**config.mk**
```make
export PLATFORM = sky130hd
export DESIGN_NAME = float_quantizer_saturating
export DESIGN_NICKNAME = d
export VERILOG_FILES = /design/src/hdl/fqs_pkg.sv /design/src/hdl/float_quantizer_saturating.sv
export SDC_FILE = /design/constraint.sdc
export NUM_CORES = 2
export LEC_CHECK = 0
export ABC_AREA = 1
export BUFFER_PORTS_ARGS = -buffer_cell sky130_fd_sc_hd__buf_4
export CAP_MARGIN = 10
export CORE_AREA = 4 4 239 241
export DETAILED_ROUTE_END_ITERATION = 16
export DIE_AREA = 0 0 243 245
export GPL_TIMING_DRIVEN = 0
export HOLD_SLACK_MARGIN = 0.06
export PLACE_DENSITY = 0.77
export SLEW_MARGIN = 5
export SYNTH_ARGS = -nofsm -noshare
export SYNTH_HDL_FRONTEND = slang
export SYNTH_SLANG_ARGS = --single-unit
```
**constraint.sdc**
```tcl
create_clock -name clk_i -period 8.7 [get_ports clk_i]
set_clock_uncertainty 0.05 [all_clocks]
set_input_delay 2.61 -clock clk_i [delete_from_list [all_inputs] [get_ports clk_i]]
set_output_delay 2.61 -clock clk_i [all_outputs]
set_load 0.03 [all_outputs]
```
**src/hdl/fqs_pkg.sv**
```systemverilog
package fqs_pkg;

  // Result range selection
  typedef enum logic [1:0] {
    MODE_S8  = 2'd0,
    MODE_S16 = 2'd1,
    MODE_S32 = 2'd2,
    MODE_RSV = 2'd3
  } mode_e;

  // Stage 1 -> stage 2: unpacked operands and mantissa product
  typedef struct packed {
    logic        nan;
    logic        inf;
    logic        zero;
    logic        sign;
    logic signed [10:0] exp;   // unbiased exponent sum, product in [1,4)
    logic [47:0] prod;         // 24x24 mantissa product, binary point at bit 46
  } s1_t;

  // Stage 2 -> stage 3: rounded single-precision product
  typedef struct packed {
    logic        nan;
    logic        big;          // |p| >= 2^31 (incl. infinity)
    logic        sign;
    logic signed [10:0] exp;   // unbiased exponent of rounded product
    logic [23:0] man;          // 1.23 mantissa, zero when product is zero/tiny
  } s2_t;

endpackage

```
**src/hdl/float_quantizer_saturating.sv**
```systemverilog
// Results are registered in s1_q, s2_q and res_q; done_o strobes with quantized_o valid.
// Throughput: one item per cycle; busy is never asserted and results cannot be stalled.
// Stages: operand unpack and 24x24 mantissa multiply, float rounding to
// nearest even, then integer rounding (half away from zero) and saturation.
// Reset clears the valid pipeline and sets the range mode to signed 8-bit.
module float_quantizer_saturating
  import fqs_pkg::*;
(
  input  logic               clk_i,
  input  logic               rst_ni,
  input  logic               start,
  output logic               busy,
  input  logic [31:0]        sample_bits_i,
  input  logic [31:0]        scale_bits_i,
  output logic               done_o,
  output logic signed [31:0] quantized_o,
  input  logic               cfg_valid_i,
  output logic               cfg_ready_o,
  input  logic [1:0]         cfg_data_i
);

  logic [1:0] mode_q;
  logic       v1_q, v2_q, v3_q;
  s1_t        s1_d, s1_q;
  s2_t        s2_d, s2_q;
  logic signed [31:0] res_d, res_q;

  assign busy        = 1'b0;
  assign cfg_ready_o = 1'b1;

  // Mode register
  always_ff @(posedge clk_i or negedge rst_ni) begin
    if (!rst_ni) begin
      mode_q <= MODE_S8;
    end else if (cfg_valid_i && cfg_ready_o) begin
      mode_q <= cfg_data_i;
    end
  end

  // Stage 1: unpack, normalize subnormals and multiply mantissas
  always_comb begin
    logic [7:0]  ea, eb;
    logic [22:0] fa, fb;
    logic [23:0] ma, mb;
    logic        za, zb, ia, ib, na, nb;
    logic [4:0]  lza, lzb;
    ea = sample_bits_i[30:23]; fa = sample_bits_i[22:0];
    eb = scale_bits_i[30:23];  fb = scale_bits_i[22:0];
    za = (ea == 8'd0) && (fa == 23'd0);
    zb = (eb == 8'd0) && (fb == 23'd0);
    ia = (ea == 8'hFF) && (fa == 23'd0);
    ib = (eb == 8'hFF) && (fb == 23'd0);
    na = (ea == 8'hFF) && (fa != 23'd0);
    nb = (eb == 8'hFF) && (fb != 23'd0);
    ma = {(ea != 8'd0), fa};
    mb = {(eb != 8'd0), fb};
    // leading zeros of a subnormal mantissa (zero for normal operands)
    lza = '0; lzb = '0;
    for (int i = 0; i < 24; i++) begin
      if (ma[i]) lza = 5'(23 - i);
      if (mb[i]) lzb = 5'(23 - i);
    end
    ma = ma << lza;
    mb = mb << lzb;
    s1_d.nan  = na || nb || (ia && zb) || (ib && za);
    s1_d.inf  = ia || ib;
    s1_d.zero = za || zb;
    s1_d.sign = sample_bits_i[31] ^ scale_bits_i[31];
    // subnormals use exponent -126, lowered by the normalizing shift
    s1_d.exp  = $signed({3'b000, (ea == 8'd0) ? 8'd1 : ea})
              + $signed({3'b000, (eb == 8'd0) ? 8'd1 : eb}) - 11'sd254
              - $signed({6'd0, lza}) - $signed({6'd0, lzb});
    s1_d.prod = ma * mb;
  end

  // Stage 2: normalize and round to single precision (nearest even)
  always_comb begin
    logic [47:0] p;
    logic signed [10:0] e;
    logic [23:0] m;
    logic        g, st;
    logic [24:0] mr;
    p = s1_q.prod;
    e = s1_q.exp;
    if (p[47]) begin
      m  = p[47:24]; g = p[23]; st = |p[22:0]; e = e + 11'sd1;
    end else begin
      m  = p[46:23]; g = p[22]; st = |p[21:0];
    end
    mr = {1'b0, m} + {24'd0, g && (st || m[0])};
    if (mr[24]) begin
      m = mr[24:1]; e = e + 11'sd1;
    end else begin
      m = mr[23:0];
    end
    s2_d.nan  = s1_q.nan;
    s2_d.sign = s1_q.sign;
    s2_d.exp  = e;
    // zero product or exp < -2 (below 0.25) rounds to zero
    s2_d.man  = (s1_q.zero || !m[23] || e < -11'sd2) ? 24'd0 : m;
    s2_d.big  = !s1_q.nan && (s1_q.inf || (!s1_q.zero && m[23] && e >= 11'sd31));
    if (s2_d.man == 24'd0) s2_d.exp = -11'sd2;
  end

  // Stage 3: round half away from zero and saturate (NaN gives zero)
  always_comb begin
    logic [55:0] sh;
    logic [31:0] mag;
    logic [32:0] r;
    logic signed [33:0] v;
    logic signed [33:0] lo, hi;
    sh  = {32'd0, s2_q.man} << (s2_q.exp + 11'sd2);
    // sh binary point at bit 25 (man has 23 frac bits, shifted by exp+2)
    mag = {1'b0, sh[55:25]};
    r   = {1'b0, mag} + {32'd0, sh[24]};
    v   = s2_q.sign ? -$signed({1'b0, r}) : $signed({1'b0, r});
    unique case (mode_e'(mode_q))
      MODE_S8:  begin lo = -34'sd128;        hi = 34'sd127;        end
      MODE_S16: begin lo = -34'sd32768;      hi = 34'sd32767;      end
      default:  begin lo = -34'sd2147483648; hi = 34'sd2147483647; end
    endcase
    if (s2_q.nan)          res_d = '0;
    else if (s2_q.big)     res_d = s2_q.sign ? lo[31:0] : hi[31:0];
    else if (v > hi)       res_d = hi[31:0];
    else if (v < lo)       res_d = lo[31:0];
    else                   res_d = v[31:0];
  end

  // Pipeline registers
  always_ff @(posedge clk_i or negedge rst_ni) begin
    if (!rst_ni) begin
      v1_q <= 1'b0; v2_q <= 1'b0; v3_q <= 1'b0;
    end else begin
      v1_q <= start && !busy;
      v2_q <= v1_q;
      v3_q <= v2_q;
    end
  end

  always_ff @(posedge clk_i) begin
    s1_q  <= s1_d;
    s2_q  <= s2_d;
    res_q <= res_d;
  end

  assign done_o      = v3_q;
  assign quantized_o = res_q;

  // Checks
  a_lat: assert property (@(posedge clk_i) disable iff (!rst_ni)
    (start && !busy) |-> ##3 done_o) else $error("latency");
  a_nan: assert property (@(posedge clk_i) disable iff (!rst_ni)
    (v2_q && s2_q.nan) |=> (quantized_o == 32'd0)) else $error("nan");
  a_s8: assert property (@(posedge clk_i) disable iff (!rst_ni)
    (v2_q && mode_q == MODE_S8) |=> ($signed(quantized_o) <= 127 &&
     $signed(quantized_o) >= -128)) else $error("s8 range");

endmodule
```
* Yosys cells after proc, flatten, opt, wreduce, memory -nomap -nowiden *
Index checks and enable logic that the tools add are counted.

storage, ports and cells
  bits in registers = 138
  output and inout bits = 35
  input bits = 70
  word-level logic and storage cells = 138

operators by class
  shift operators = 3
  muxes and demuxes = 64
  add/sub/neg operators = 10
  equal/unequal tests = 3
  reductions and logical operators = 36
  bitwise logic cells = 1
  order comparisons = 4
  multiply operators = 1

operator list
  operator                                                          count
  5-bit two-way mux                                                 48
  32-bit two-way mux                                                4
  31-bit one-hot mux with 2 select lines                            2
  24-bit two-way mux                                                3
  24-bit by 11-bit << shifter with 56-bit output                    1
  24-bit by 24-bit multiplier with 48-bit output                    1
  24-bit by 5-bit << shifter with 24-bit output                     2
  23-bit logical NOT                                                2
  23-bit nonzero test                                               2
  34-bit greater-than comparator                                    1
  34-bit < comparator                                               1
  34-bit two-way mux                                                1
  32-bit negator with 34-bit output                                 1
  31-bit by 1-bit adder with 32-bit output                          1
  24-bit by 1-bit adder with 25-bit output                          1
  24-bit logical NOT                                                1
  23-bit OR reduction                                               1
  11-bit by 2-bit adder with 11-bit output (second input constant)  2
  11-bit two-way mux                                                2
  22-bit OR reduction                                               1
  8-bit equality test (second input constant)                       2
  8-bit logical NOT                                                 2
  8-bit two-way mux                                                 2
  8-bit nonzero test                                                2
  other kinds (14)                                                  36

* Depth between registers and ports, before layout *
  depth in word-level cells = 26
  mapped depth = 61

* Worst setup path before layout *
No wires, ideal clock.

  path type = input port to flip-flop
  from = input sample_bits_i[0]
  to = register s1_q[47] (netlist bit)
  cell stages on the path = 56
  path slack = -3357 ps
  required time = 8512 ps
  setup time = 138 ps
  path buffers = 2
  data arrival time = 11869 ps
  cells stage by stage = inv_1 o21ai_0 a21oi_1 o21ai_0 a21oi_1 o21ai_0 a21oi_1 o21ai_0 a21oi_1 o21ai_0 nand2_1 nand2_1 nand2_1 nand2_1 o21ai_0 nor3_1 nand2_1 inv_1 [... 20 more ...] inv_1 ha_1 nand2_1 o21a_1 inv_1 nand2_1 o2111ai_1 nand3_1 inv_1 nor2_1 a21oi_1 a21boi_0 o21ai_0 a21oi_1 nor4_1 nor2_1 o311ai_0 xor2_1

RTL lines
  element                 RTL line                           source
  start: declaration      float_quantizer_saturating.sv:13   input logic [31:0] sample_bits_i,
  end signal: assignment  float_quantizer_saturating.sv:141  s1_q <= s1_d;
  end: declaration        float_quantizer_saturating.sv:24   s1_t s1_d, s1_q;

==> impl_results.md <==
* Average cell area after synthesis at 6.97 µm²
* Total overflow reported by the global router at 0
* Maximum number of pins on one net before global-route repair at 19
* Hold Startpoint: s1_q[59]
* Die outline width at 243 µm
* Area grow syn2layout at 21.1%
* Maximum capacitance violations at 0
* Shortest period the worst path allows at 11.62 ns
* Commonest non-fill, non-tap cells in the layout: 966 x sky130_fd_sc_hd__nand2_1, 852 x sky130_fd_sc_hd__inv_1, 504 x sky130_fd_sc_hd__nor2_1
* CTS max path bufs at 2
* Global-route wire length before repair at between 150 and 200 mm
* Number of remaining DRC errors at 0
* Cell with the largest stage delay on the worst path: sky130_fd_sc_hd__fa_1
* Synthesized cell area at 0.0327 mm²
* Worst-Margin Slew at 1.37 ns
* Worst reg2reg setup slack at around 0.73 ns
* Clk Tree Root Cell: sky130_fd_sc_hd__clkbuf_16
* Post-detailed-placement half-perimeter wirelength at 88.9 mm
* Period utilization at 134%
* Finished Core Util at 72.1%
* Setup crit end kind: flop
* Outcome: finished, violations left
* Setup-failing EPs final at 41
* Hold Crit Depth at 0
* Pre-CTS setup slack at -4.57 ns
* Type of the tightest min-delay check: reg -> reg
* Critical Path RT at 8.98 ns
* DRT Wirelength at 118 mm
* Final Hold Vio Count at 0
* Starting DRC count in detailed routing at 3374
* Category of the most critical setup path: in -> reg
* Number of H-tree levels at 4
* Seq cells post-synth at about 140
* Placed standard-cell area at 0.0350 mm²
* Starting density of the core at 59.6%
* Crit path from: sample_bits_i[1]
* Iteration count of the initial detailed-routing pass at 8
* Unrepaired setup endpoints after global routing: true
* Yosys synthesis warning count at 0
* Vias/cell at 5.79
* Die area at 0.0595 mm²
* Synthesized instance count at 4687
* Antenna violations before repair at 0
* Average detailed-routed wire length per instance at 20.5 µm
* Logic depth of the worst register-to-register path at 54
* Reg-to-reg critical path startpoint: s2_q[26]
* Count of buffers inserted at the top-level ports at 102
* Quantity of hold-fixing buffers added after cts at 0
* Proportion of register bits with asynchronous set or reset after synthesis at 3.62%
* Normalized max-slew margin at 8.23%
* Number of routed nets with antenna violations at 0
* Number of global-route vias before repair at 31.9k
* RR Endpoint: quantized_o[16]
* Ports placed on the boundary at roughly 110
* Layout cells sized above 1 at 19.0%
* Non-Filler Cell Area, Final at 0.0396 mm²
* Core area at 0.0549 mm²
* Routability congestion estimate from global placement at 1.04
* Hold Path End: s2_q[35]
* Largest fanout of any net on the critical path at 6
* Most common cell after layout, fill and taps aside: sky130_fd_sc_hd__nand2_1
* Min setup slack post-route at -2.92 ns
* Post-synth EDFFs at 0
* Die span in y at 245 µm
* Global Route Usage Sum at 37.2%
* Fraction of the yosys area taken by sequential cells at 8.53%
* CTS tree: done
* Startpoint type of the worst setup path: input pin
* Number of nets at the end of the flow at between 5k and 6k
* Final count of pins violating max slew at 0
* Via Count at 33.2k
* Clock latency on the worst-skew pair at 0.44 ns
* Number of diodes at 0
* Data arrival time at the worst-slack endpoint at 11.89 ns
* Post-synthesis cell type count at 70
* Post-synth net total at 5496
* Slowest cell delay on critical path at ~0.55 ns
* Row count at 86
* Failing checks: negative setup slack
* Dominant register cell in the synthesized netlist: sky130_fd_sc_hd__dfxtp_1
* Clock transition at the registers of the reported paths at approximately 0.07 ns
* Total clock sinks at 138
* F_max at 0.0861 GHz
* TritonCTS Buffers at 17
## layout make-up
cell class	count	area, µm²
sequential	138	2790
clock buffer	18	429
inverter	952	3680
buffer	187	1660
tap	704	881
fill	4263	15300
timing repair buffer	318	2690
clock inverter	14	158
multi-input combinational	3409	27300
## how the worst max path moves through the flow
stage | to | slack, ns | depth (start not counted)
floorplan | s1_q[47] | -2.30 | 58
global placement | s1_q[47] | -4.52 | 44
detailed placement | s1_q[47] | -4.57 | 44
CTS | s1_q[46] | -2.52 | 55
global route | s1_q[41] | -3.31 | 58
finish | s1_q[45] | -2.92 | 57
## synthesized netlist by cell type, drive strengths merged (23+ instances only)
cell type / instances / share of area (%)
clkbuf: 137 / 1.6
nor4: 23 / 0.44
xnor2: 34 / 0.93
xor2: 96 / 2.6
buf: 52 / 0.91
nor3: 41 / 0.64
nand2: 1065 / 12
inv: 938 / 11
ha: 250 / 9.6
a21oi: 160 / 2.5
nand3: 237 / 3.8
or2: 32 / 0.61
o21ai: 172 / 2.6
fa: 489 / 30
nor2: 598 / 7.3
nand4: 85 / 1.6
dfxtp: 133 / 8.1
## flip-flops by register name (all words and copies together), names as in the netlist
register     cells
v1_q             1
v2_q             1
done_o           1
mode_q           2
quantized_o     32
s2_q            38
s1_q            63
## metal layers
metal | GRT usage [%] | wire (µm) | up-vias
li1 | - | - | 15000
met1 | 44.9 | 42200 | 15600
met2 | 60.5 | 53100 | 2018
met3 | 7.82 | 12000 | 595
met4 | 24.6 | 10500 | 0
met5 | 0 | 0 | -
## critical path: cells and delay by family
family	cells	cell delay, ns
simple gates	16	1.62
buf+inv	13	1.29
fa+ha+maj	8	3.67
xor+xnor	1	0.15
compound gates	19	2.53
## cells by family (layout without fill, tap and decap cells)
family	count (synthesis)	after routing	share of synthesized area (%)
other	2	2	0.0230
adders and majority gates	739	739	39.5
DFF	138	138	8.53
buffers and inverters	1141	1489	13.4
AOI/OAI and AO/OA	419	420	7.14
and+or+nand+nor	2108	2108	27.5
muxes	10	10	0.310
xor gates and xnor gates	130	130	3.53
## per-stage QoR
stage	hold slack, ns	setup TNS (ns)	std cells
6_report	0.278	-83.27	5740
3_5_place_dp	0.269	-138.65	5493
4_1_cts	0.278	-66.82	5656
2_1_floorplan	0.260	-55.11	4687
3_3_place_gp	0.264	-136.83	5493
5_1_grt	0.290	-96.09	5740
## repair_timing
action                                  in CTS  in global routing
resized for setup                          451                226
pin swaps                                  137                 98
setup buffers                              124                 86
cloned                                       7                  0
endpoints found under the setup margin      43                 72
Power is not shown: default switching activity piles up to over one toggle a cycle in this logic, so the estimate is an artifact.
